File: config.mk
export PLATFORM = sky130hd
export DESIGN_NAME = optical_power_to_dbm_core_flat
export DESIGN_NICKNAME = d
export VERILOG_FILES = /design/src/hdl/opd_pkg.sv /design/src/hdl/opd_if.sv /design/src/hdl/opd_norm.sv /design/src/hdl/opd_interp.sv /design/src/hdl/opd_scale.sv /design/src/hdl/optical_power_to_dbm_core.sv /design/src/flat_wrapper.sv
export VERILOG_INCLUDE_DIRS = /design/src /design/src/hdl
export SDC_FILE = /design/constraint.sdc
export NUM_CORES = 2
export LEC_CHECK = 0
export BUFFER_PORTS_ARGS = -buffer_cell sky130_fd_sc_hd__buf_4
export CORE_MARGIN = 2
export CORE_UTILIZATION = 55
export DETAILED_ROUTE_END_ITERATION = 8
export GPL_ROUTABILITY_DRIVEN = 1
export GPL_TIMING_DRIVEN = 0
export PLACE_DENSITY = 0.82
export REMOVE_ABC_BUFFERS = 1
export SETUP_SLACK_MARGIN = 0.5
export SLEW_MARGIN = 0
export SYNTH_ARGS = -nofsm -noshare
export SYNTH_HDL_FRONTEND = slang
export SYNTH_SLANG_ARGS = --single-unit
File: constraint.sdc
create_clock -name clk -period 8.8 [get_ports clk]
set_clock_uncertainty 0.15 [all_clocks]
set_input_delay 0 -clock clk [delete_from_list [all_inputs] [get_ports clk]]
set_output_delay 0 -clock clk [all_outputs]
set_load 0.1 [all_outputs]
File: src/hdl/optical_power_to_dbm_core_defines.svh
// Assertion helpers shared by the converter modules.
// Each use expects clk and rst_n in scope.
`ifndef OPTICAL_POWER_TO_DBM_CORE_DEFINES_SVH
`define OPTICAL_POWER_TO_DBM_CORE_DEFINES_SVH

// Property checked at every clock edge outside reset.
`define OPD_ASSERT(label, prop, msg) \
    label: assert property (@(posedge clk) disable iff (!rst_n) prop) \
        else $error(msg);

// Trigger in one cycle implies a consequence in the next.
`define OPD_ASSERT_NEXT(label, trig, cons, msg) \
    label: assert property (@(posedge clk) disable iff (!rst_n) (trig) |=> (cons)) \
        else $error(msg);

`endif

File: src/hdl/opd_pkg.sv
package opd_pkg;

    // Field widths
    localparam int POWER_W = 16;
    localparam int LEAD_W  = 4;
    localparam int IDX_W   = 8;
    localparam int FRAC_W  = 7;
    localparam int MANT_W  = 16;
    localparam int LOG2_W  = 28;
    localparam int Q10_W   = 13;
    localparam int DBM_W   = 13;

    // log10(2) in Q31
    localparam logic [29:0] LOG10_2_Q31 = 30'd646456993;
    // Q24 log10 product is dropped to Q10: 31 + 14 bits off the bottom
    localparam int Q10_LSB = 45;
    localparam logic [9:0] DBM_SCALE = 10'd1000;
    // (4 << 10) * 1000 / 1024: 0.1 uW referred to 1 mW, in 0.01 dB
    localparam logic [DBM_W-1:0] DBM_OFFSET = 13'd4000;

    // Normalized word: leading-one position, table index, bits below index
    typedef struct packed {
        logic [LEAD_W-1:0] pos;
        logic [IDX_W-1:0]  idx;
        logic [FRAC_W-1:0] frac_bits;
    } norm_t;

    // Table result ready for interpolation
    typedef struct packed {
        logic [LEAD_W-1:0] pos;
        logic [MANT_W-1:0] mant;
        logic [MANT_W-1:0] step;
        logic [FRAC_W-1:0] frac_bits;
    } interp_t;

    // log2 mantissa table, Q16
    localparam logic [MANT_W-1:0] LOG2_MANT [256] = '{
        16'h0000, 16'h0171, 16'h02e0, 16'h044e, 16'h05ba, 16'h0725, 16'h088e, 16'h09f7,
        16'h0b5d, 16'h0cc3, 16'h0e27, 16'h0f8a, 16'h10eb, 16'h124b, 16'h13aa, 16'h1508,
        16'h1664, 16'h17bf, 16'h1919, 16'h1a71, 16'h1bc8, 16'h1d1e, 16'h1e73, 16'h1fc6,
        16'h2119, 16'h226a, 16'h23ba, 16'h2508, 16'h2656, 16'h27a2, 16'h28ed, 16'h2a37,
        16'h2b80, 16'h2cc8, 16'h2e0f, 16'h2f54, 16'h3098, 16'h31dc, 16'h331e, 16'h345f,
        16'h359f, 16'h36de, 16'h381b, 16'h3958, 16'h3a94, 16'h3bce, 16'h3d08, 16'h3e41,
        16'h3f78, 16'h40af, 16'h41e4, 16'h4319, 16'h444c, 16'h457f, 16'h46b0, 16'h47e1,
        16'h4910, 16'h4a3f, 16'h4b6c, 16'h4c99, 16'h4dc5, 16'h4eef, 16'h5019, 16'h5142,
        16'h526a, 16'h5391, 16'h54b7, 16'h55dc, 16'h5700, 16'h5824, 16'h5946, 16'h5a68,
        16'h5b89, 16'h5ca8, 16'h5dc7, 16'h5ee5, 16'h6003, 16'h611f, 16'h623a, 16'h6355,
        16'h646f, 16'h6588, 16'h66a0, 16'h67b7, 16'h68ce, 16'h69e4, 16'h6af8, 16'h6c0c,
        16'h6d20, 16'h6e32, 16'h6f44, 16'h7055, 16'h7165, 16'h7274, 16'h7383, 16'h7490,
        16'h759d, 16'h76aa, 16'h77b5, 16'h78c0, 16'h79ca, 16'h7ad3, 16'h7bdb, 16'h7ce3,
        16'h7dea, 16'h7ef0, 16'h7ff6, 16'h80fb, 16'h81ff, 16'h8302, 16'h8405, 16'h8507,
        16'h8608, 16'h8709, 16'h8809, 16'h8908, 16'h8a06, 16'h8b04, 16'h8c01, 16'h8cfe,
        16'h8dfa, 16'h8ef5, 16'h8fef, 16'h90e9, 16'h91e2, 16'h92db, 16'h93d2, 16'h94ca,
        16'h95c0, 16'h96b6, 16'h97ab, 16'h98a0, 16'h9994, 16'h9a87, 16'h9b7a, 16'h9c6c,
        16'h9d5e, 16'h9e4f, 16'h9f3f, 16'ha02e, 16'ha11e, 16'ha20c, 16'ha2fa, 16'ha3e7,
        16'ha4d4, 16'ha5c0, 16'ha6ab, 16'ha796, 16'ha881, 16'ha96a, 16'haa53, 16'hab3c,
        16'hac24, 16'had0c, 16'hadf2, 16'haed9, 16'hafbe, 16'hb0a4, 16'hb188, 16'hb26c,
        16'hb350, 16'hb433, 16'hb515, 16'hb5f7, 16'hb6d9, 16'hb7ba, 16'hb89a, 16'hb97a,
        16'hba59, 16'hbb38, 16'hbc16, 16'hbcf4, 16'hbdd1, 16'hbead, 16'hbf8a, 16'hc065,
        16'hc140, 16'hc21b, 16'hc2f5, 16'hc3cf, 16'hc4a8, 16'hc580, 16'hc658, 16'hc730,
        16'hc807, 16'hc8de, 16'hc9b4, 16'hca8a, 16'hcb5f, 16'hcc34, 16'hcd08, 16'hcddc,
        16'hceaf, 16'hcf82, 16'hd054, 16'hd126, 16'hd1f7, 16'hd2c8, 16'hd399, 16'hd469,
        16'hd538, 16'hd607, 16'hd6d6, 16'hd7a4, 16'hd872, 16'hd93f, 16'hda0c, 16'hdad9,
        16'hdba5, 16'hdc70, 16'hdd3b, 16'hde06, 16'hded0, 16'hdf9a, 16'he063, 16'he12c,
        16'he1f5, 16'he2bd, 16'he385, 16'he44c, 16'he513, 16'he5d9, 16'he69f, 16'he765,
        16'he82a, 16'he8ef, 16'he9b3, 16'hea77, 16'heb3b, 16'hebfe, 16'hecc1, 16'hed83,
        16'hee45, 16'hef06, 16'hefc8, 16'hf088, 16'hf149, 16'hf209, 16'hf2c8, 16'hf387,
        16'hf446, 16'hf505, 16'hf5c3, 16'hf680, 16'hf73e, 16'hf7fb, 16'hf8b7, 16'hf973,
        16'hfa2f, 16'hfaea, 16'hfba5, 16'hfc60, 16'hfd1a, 16'hfdd4, 16'hfe8e, 16'hff47
    };

endpackage

File: src/hdl/opd_if.sv
// Power word channel
interface opd_power_if;
    logic                        valid;
    logic                        ready;
    logic [opd_pkg::POWER_W-1:0] power_word;

    modport source (output valid, output power_word, input ready);
    modport sink   (input valid, input power_word, output ready);
endinterface

// dBm word channel
interface opd_dbm_if;
    logic                             valid;
    logic                             ready;
    logic signed [opd_pkg::DBM_W-1:0] dbm_hundredths;

    modport source (output valid, output dbm_hundredths, input ready);
    modport sink   (input valid, input dbm_hundredths, output ready);
endinterface

File: src/hdl/opd_norm.sv
`include "optical_power_to_dbm_core_defines.svh"

// Stage 1: leading-one search and normalization
module opd_norm
(
    input  logic                        clk,
    input  logic                        rst_n,
    input  logic                        up_valid,
    output logic                        up_ready,
    input  logic [opd_pkg::POWER_W-1:0] power_word,
    output logic                        dn_valid,
    input  logic                        dn_ready,
    output opd_pkg::norm_t              norm
);

    logic                        valid_reg;
    opd_pkg::norm_t              norm_reg;
    opd_pkg::norm_t              norm_next;
    logic [opd_pkg::LEAD_W-1:0]  lead;
    logic [opd_pkg::POWER_W-1:0] shifted;

    // Priority encode the highest set bit; zero maps to position 0
    always_comb
    begin
        lead = '0;
        for (int i = 0; i < opd_pkg::POWER_W; i++)
        begin
            if (power_word[i])
            begin
                lead = opd_pkg::LEAD_W'(i);
            end
        end
    end

    // Leading one goes to the top bit; index and low bits follow it
    always_comb
    begin
        shifted             = power_word << (opd_pkg::LEAD_W'(opd_pkg::POWER_W - 1) - lead);
        norm_next.pos       = lead;
        norm_next.idx       = shifted[14:7];
        norm_next.frac_bits = shifted[6:0];
    end

    assign up_ready = !valid_reg || dn_ready;
    assign dn_valid = valid_reg;
    assign norm     = norm_reg;

    always_ff @(posedge clk or negedge rst_n)
    begin
        if (!rst_n)
        begin
            valid_reg <= 1'b0;
        end
        else if (up_ready)
        begin
            valid_reg <= up_valid;
        end
    end

    always_ff @(posedge clk)
    begin
        if (up_ready && up_valid)
        begin
            norm_reg <= norm_next;
        end
    end

    // A zero word normalizes to all zeros, the same as a word of one
    `OPD_ASSERT_NEXT(a_zero_word, up_valid && up_ready && (power_word == '0), norm_reg == '0, "zero word not cleared")
    // A stalled word holds its stage
    `OPD_ASSERT_NEXT(a_norm_hold, valid_reg && !dn_ready, valid_reg && $stable(norm_reg), "stage 1 lost a word")

endmodule

File: src/hdl/opd_interp.sv
`include "optical_power_to_dbm_core_defines.svh"

// Stages 2 and 3: table lookup, then linear interpolation into log2 Q24
module opd_interp
(
    input  logic                       clk,
    input  logic                       rst_n,
    input  logic                       up_valid,
    output logic                       up_ready,
    input  opd_pkg::norm_t             norm,
    output logic                       dn_valid,
    input  logic                       dn_ready,
    output logic [opd_pkg::LOG2_W-1:0] log2_q24
);

    logic                              lut_valid_reg;
    opd_pkg::interp_t                  lut_reg;
    opd_pkg::interp_t                  lut_next;
    logic                              log_valid_reg;
    logic [opd_pkg::LOG2_W-1:0]        log_reg;
    logic [opd_pkg::LOG2_W-1:0]        log_next;
    logic                              lut_ready;
    logic                              log_ready;
    logic [opd_pkg::IDX_W-1:0]         idx_up;
    logic [opd_pkg::MANT_W-1:0]        mant_up;
    logic [opd_pkg::MANT_W+opd_pkg::FRAC_W-1:0] frac_prod;

    assign log_ready = !log_valid_reg || dn_ready;
    assign lut_ready = !lut_valid_reg || log_ready;
    assign up_ready  = lut_ready;
    assign dn_valid  = log_valid_reg;
    assign log2_q24  = log_reg;

    // Entry and slope to the next entry; last entry wraps to entry 0 mod 2^16
    always_comb
    begin
        idx_up             = norm.idx + 8'd1;
        mant_up            = opd_pkg::LOG2_MANT[idx_up];
        lut_next.pos       = norm.pos;
        lut_next.mant      = opd_pkg::LOG2_MANT[norm.idx];
        lut_next.step      = mant_up - opd_pkg::LOG2_MANT[norm.idx];
        lut_next.frac_bits = norm.frac_bits;
    end

    // Interpolation: low bits times slope, scaled by two into Q24
    always_comb
    begin
        frac_prod = {{opd_pkg::MANT_W{1'b0}}, lut_reg.frac_bits}
                  * {{opd_pkg::FRAC_W{1'b0}}, lut_reg.step};
        log_next  = {lut_reg.pos, 24'h0}
                  + {4'h0, lut_reg.mant, 8'h0}
                  + {4'h0, frac_prod, 1'b0};
    end

    always_ff @(posedge clk or negedge rst_n)
    begin
        if (!rst_n)
        begin
            lut_valid_reg <= 1'b0;
            log_valid_reg <= 1'b0;
        end
        else
        begin
            if (lut_ready)
            begin
                lut_valid_reg <= up_valid;
            end
            if (log_ready)
            begin
                log_valid_reg <= lut_valid_reg;
            end
        end
    end

    always_ff @(posedge clk)
    begin
        if (lut_ready && up_valid)
        begin
            lut_reg <= lut_next;
        end
        if (log_ready && lut_valid_reg)
        begin
            log_reg <= log_next;
        end
    end

    // Fraction never carries into the integer part of log2
    `OPD_ASSERT_NEXT(a_log_int, lut_valid_reg && log_ready, log_reg[27:24] == $past(lut_reg.pos), "log2 fraction overflow")

endmodule

File: src/hdl/opd_scale.sv
`include "optical_power_to_dbm_core_defines.svh"

// Stages 4 and 5: log2 to log10 in Q10, then to 0.01 dBm
module opd_scale
(
    input  logic                              clk,
    input  logic                              rst_n,
    input  logic                              up_valid,
    output logic                              up_ready,
    input  logic [opd_pkg::LOG2_W-1:0]        log2_q24,
    output logic                              dn_valid,
    input  logic                              dn_ready,
    output logic signed [opd_pkg::DBM_W-1:0]  dbm
);

    logic                       q10_valid_reg;
    logic [opd_pkg::Q10_W-1:0]  q10_reg;
    logic [opd_pkg::Q10_W-1:0]  q10_next;
    logic                       dbm_valid_reg;
    logic [opd_pkg::DBM_W-1:0]  dbm_reg;
    logic [opd_pkg::DBM_W-1:0]  dbm_next;
    logic                       q10_ready;
    logic                       dbm_ready;
    logic [57:0]                l10_prod;
    logic [22:0]                cb_prod;

    assign dbm_ready = !dbm_valid_reg || dn_ready;
    assign q10_ready = !q10_valid_reg || dbm_ready;
    assign up_ready  = q10_ready;
    assign dn_valid  = dbm_valid_reg;
    assign dbm       = $signed(dbm_reg);

    // log10 = log2 * log10(2); keep Q10 integer bits
    always_comb
    begin
        l10_prod = {30'h0, log2_q24} * {28'h0, opd_pkg::LOG10_2_Q31};
        q10_next = l10_prod[opd_pkg::Q10_LSB +: opd_pkg::Q10_W];
    end

    // Floor of q10 * 1000 / 1024, less the 0.1 uW reference; wraps to two's complement
    always_comb
    begin
        cb_prod  = {10'h0, q10_reg} * {13'h0, opd_pkg::DBM_SCALE};
        dbm_next = cb_prod[22:10] - opd_pkg::DBM_OFFSET;
    end

    always_ff @(posedge clk or negedge rst_n)
    begin
        if (!rst_n)
        begin
            q10_valid_reg <= 1'b0;
            dbm_valid_reg <= 1'b0;
        end
        else
        begin
            if (q10_ready)
            begin
                q10_valid_reg <= up_valid;
            end
            if (dbm_ready)
            begin
                dbm_valid_reg <= q10_valid_reg;
            end
        end
    end

    always_ff @(posedge clk)
    begin
        if (q10_ready && up_valid)
        begin
            q10_reg <= q10_next;
        end
        if (dbm_ready && q10_valid_reg)
        begin
            dbm_reg <= dbm_next;
        end
    end

    // Result stays within the converter's range
    `OPD_ASSERT(a_dbm_range, dbm_valid_reg |-> (($signed(dbm_reg) >= -13'sd4000) && ($signed(dbm_reg) <= 13'sd820)), "dBm out of range")

endmodule

File: src/hdl/optical_power_to_dbm_core.sv
// Optical power to dBm converter. Takes one 16-bit power word (0.1 uW units)
// per cycle and returns the power in 0.01 dBm, two's complement, rounded
// toward minus infinity; words 0 and 1 both give -4000. The datapath is five
// register stages (leading-one normalize, log2 table lookup, interpolation,
// log10(2) scaling, dBm scaling), and a new word can enter every cycle unless
// the output stalls. Each stage has its own valid bit and stalls only when it
// is full and the stage after it cannot take its word, so the pipeline holds
// up to five words while the output waits.
// No configuration, no state between words.
module optical_power_to_dbm_core
(
    input  logic              clk,
    input  logic              rst_n,
    opd_power_if.sink         power_in,
    opd_dbm_if.source         dbm_out
);

    logic                       norm_valid;
    logic                       norm_ready;
    opd_pkg::norm_t             norm;
    logic                       log_valid;
    logic                       log_ready;
    logic [opd_pkg::LOG2_W-1:0] log2_q24;

    opd_norm u_norm
    (
        .clk        (clk),
        .rst_n      (rst_n),
        .up_valid   (power_in.valid),
        .up_ready   (power_in.ready),
        .power_word (power_in.power_word),
        .dn_valid   (norm_valid),
        .dn_ready   (norm_ready),
        .norm       (norm)
    );

    opd_interp u_interp
    (
        .clk      (clk),
        .rst_n    (rst_n),
        .up_valid (norm_valid),
        .up_ready (norm_ready),
        .norm     (norm),
        .dn_valid (log_valid),
        .dn_ready (log_ready),
        .log2_q24 (log2_q24)
    );

    opd_scale u_scale
    (
        .clk      (clk),
        .rst_n    (rst_n),
        .up_valid (log_valid),
        .up_ready (log_ready),
        .log2_q24 (log2_q24),
        .dn_valid (dbm_out.valid),
        .dn_ready (dbm_out.ready),
        .dbm      (dbm_out.dbm_hundredths)
    );

endmodule
File: src/flat_wrapper.sv
// flat-port wrapper written by rule: the top's interface ports become plain ports
module optical_power_to_dbm_core_flat 
  (clk, rst_n, power_in_valid, power_in_power_word, power_in_ready, dbm_out_valid, dbm_out_dbm_hundredths, dbm_out_ready);
  opd_power_if power_in_i ();
  opd_dbm_if dbm_out_i ();
  input  logic clk;
  input  logic rst_n;
  input wire logic [$bits(power_in_i.valid)-1:0] power_in_valid;
  input wire logic [$bits(power_in_i.power_word)-1:0] power_in_power_word;
  output wire logic [$bits(power_in_i.ready)-1:0] power_in_ready;
  output wire logic [$bits(dbm_out_i.valid)-1:0] dbm_out_valid;
  output wire logic [$bits(dbm_out_i.dbm_hundredths)-1:0] dbm_out_dbm_hundredths;
  input wire logic [$bits(dbm_out_i.ready)-1:0] dbm_out_ready;
  assign power_in_i.valid = power_in_valid;
  assign power_in_i.power_word = power_in_power_word;
  assign power_in_ready = power_in_i.ready;
  assign dbm_out_valid = dbm_out_i.valid;
  assign dbm_out_dbm_hundredths = dbm_out_i.dbm_hundredths;
  assign dbm_out_i.ready = dbm_out_ready;
  optical_power_to_dbm_core u_core (.clk(clk), .rst_n(rst_n), .power_in(power_in_i), .dbm_out(dbm_out_i));
endmodule
==> reports/metrics.yaml <==
timing.final.hold_violations: 0
numCtsBuffers: 17
htreeDepth: 4
grt_first_pass_wirelength_mm: 142
largest_reg_flops: 43
yosys_warnings: 0
async_flop_share_pct: 4.17
ys_top_cells_by_count: "459 x ha_1, 456 x inv_1, 296 x fa_1"
die_h_microns: 234
vias: 27100
arrival_ps: 8290
slowest_delay_ps: 710
dp_slack_ps: -784
rsz0062_at_grt: "true"
hp-class: "input pin to flop"
cts_num_sinks: 120
ios: 35
status: "finished, violations left"
port_buffers: 34
hold_path.startpoint: "power_in_power_word[13]"
rows: 84
crit_slowest_cell: "ha_2"
reg2reg_to: "u_core.u_interp.lut_reg[21]"
place_hpwl_mm: 67.4
end_kind: "flop"
critPathMaxFanout: 82
fp.coreArea_sq_um: 52600
violations: "design-rule violations"
yosys_most_used_dff: "edfxtp_1"
antenna_found_initial: 3
relSlewSlack_pct: 12.0
synth.most_common_cell: "ha_1"
r2r_slack_ps: 660
holdPathStages: 3
finalCritPeriodShare_pct: 92.5
die_area_sq_um: 55000
drcViolationCount: 8
die_x_microns: 234
tritoncts: "done"
drv_cap: 0
clk_path_buf_depth: 2
drive_gt1_share_pct: 5.47
slew_viol_final: 0
first_global_vias: 26300
worst_slack_ps: 661
yosys.area.top_type: "fa_1"
worstPathRequired_ps: 8950
yosys-top-cells-area: "fa_1 20%, ha_1 20%, edfxtp_1 12%, inv_1 5.9%, a21oi_1 4.2%"
worst_path_most_repeated_cell: "a21oi_1"
floorplan.initialDensity_pct: 55.6
start_kind: "flop"
fmax_mhz: 123
root_buffer: "clkbuf_16"
drt-initial-drc-count: 4396
post-route-util_pct: 59.8
syn_to_final_growth_pct: 7.59
clk_latency_ps: 440
fillers: 4418
via_per_inst: 6.66
r2r_cells: 27
dr.pass1.iters: 9
worstMarginPinSlew_ps: 1320
fin_crit_ps: 8140
synth-edff-count: 115
grtUsageTotal_pct: 32.9
r2r_start: "u_core.u_norm.norm[9]"
grt_max_degree: 83
gp_congestion: 1.02
wl_per_cell_microns: 22.2
finalWirelength_mm: 90.5
grt_overflow_total: 0
seq_area_frac_synth_pct: 12.2
layout.nets: 4143
dp_cells: 4016
finalSetupViolations: 0
synthCells: 3460
syn_area_sq_um: 29200
crit_buf_inv: 7
clkTransAtPathRegs_ps: 70
ant_nets: 0
ys_seq_elements: 120
synth_cell_types: 86
worstSetupPathType: "flop to flop"
avgSynthCellArea_sq_um: 8.44
yosysTopAreaCellShare_pct: 20.3
stdcell_count: 4070
cp_top_family: "compound AO/OA/AOI/OAI gates"
holdPathEnd: "u_core.u_norm.norm[13]"
## cell usage in the layout, fill, tap and decap left out, types with 47 or more instances in the layout
cell / count
and2_1: 86
xnor2_1: 65
ha_1: 453
inv_1: 452
a211oi_1: 64
o211ai_1: 47
fa_1: 296
nor2_1: 234
o21ai_0: 207
a21oi_1: 243
edfxtp_1: 115
nor3_1: 86
nand2_1: 293
nand3_1: 75
## how the worst max path moves through the flow
stage | start | endpoint | cells after the start
after detailed placement | u_core.u_norm.norm[7] | u_core.u_interp.lut_reg[22] | 21
after CTS | u_core.u_norm.norm[7] | u_core.u_interp.lut_reg[21] | 24
after floorplan | u_core.u_norm.norm[9] | u_core.u_interp.lut_reg[21] | 23
final | u_core.u_norm.norm[9] | u_core.u_interp.lut_reg[21] | 27
after global placement | u_core.u_norm.norm[9] | u_core.u_interp.lut_reg[21] | 23
after global routing | u_core.u_norm.norm[9] | u_core.u_interp.lut_reg[21] | 27
## layout make-up
type	count	area, sq um	area share (%)
Antenna cell	1	2.50	0.00796
Clock buffer	17	425	1.35
Timing Repair Buffer	96	1440	4.57
Multi-Input combinational cell	2672	23200	73.9
Clock inverter	15	169	0.537
Sequential cell	120	3580	11.4
Tap cell	688	861	2.74
Inverter	461	1740	5.54
## stage by stage
step	hold slack, ps	area [sq um]	TNS (ps)
CTS	1.26	31400	0
detailed placement	-325	30600	-4550
finish	25.6	31400	0
global placement	-327	29500	-93840
floorplan	-446	28400	-11320
global route	34.6	31400	0
## layer usage
metal	global-route usage, %	share of wire (%)
met4	18.4	6.7
met3	7.32	11
met2	52.3	45
met1	41.4	38
met5	0	0.038
## timing repair
item                                   CTS  global route
resized for setup                        4             7
endpoints found under the hold margin   18             0
gates cloned                             0             1
buffers inserted                         1             0
pin swaps                                1             1
setup endpoints to repair               13             7
hold buffers                            19             0
## worst min-delay path: cells and delay by family
family | cells | cell delay (ps)
AO/OA/AOI/OAI | 1 | 200
buffers and inverters | 1 | 150
AND/OR/NAND/NOR | 1 | 90
## kinds of logic after synthesis
group           count (synthesis)  synth area share, %
compound gates                896                 19.9
xor+xnor                       89                 2.80
buf+inv                       669                 8.80
simple gates                  877                 13.7
flops                         120                 12.2
mux                            53                 2.60
fa+ha+maj                     756                 40.0
Power is left out: the tool's default activity adds up to more than one toggle a clock period on the data nets, which glitch-free logic cannot reach.
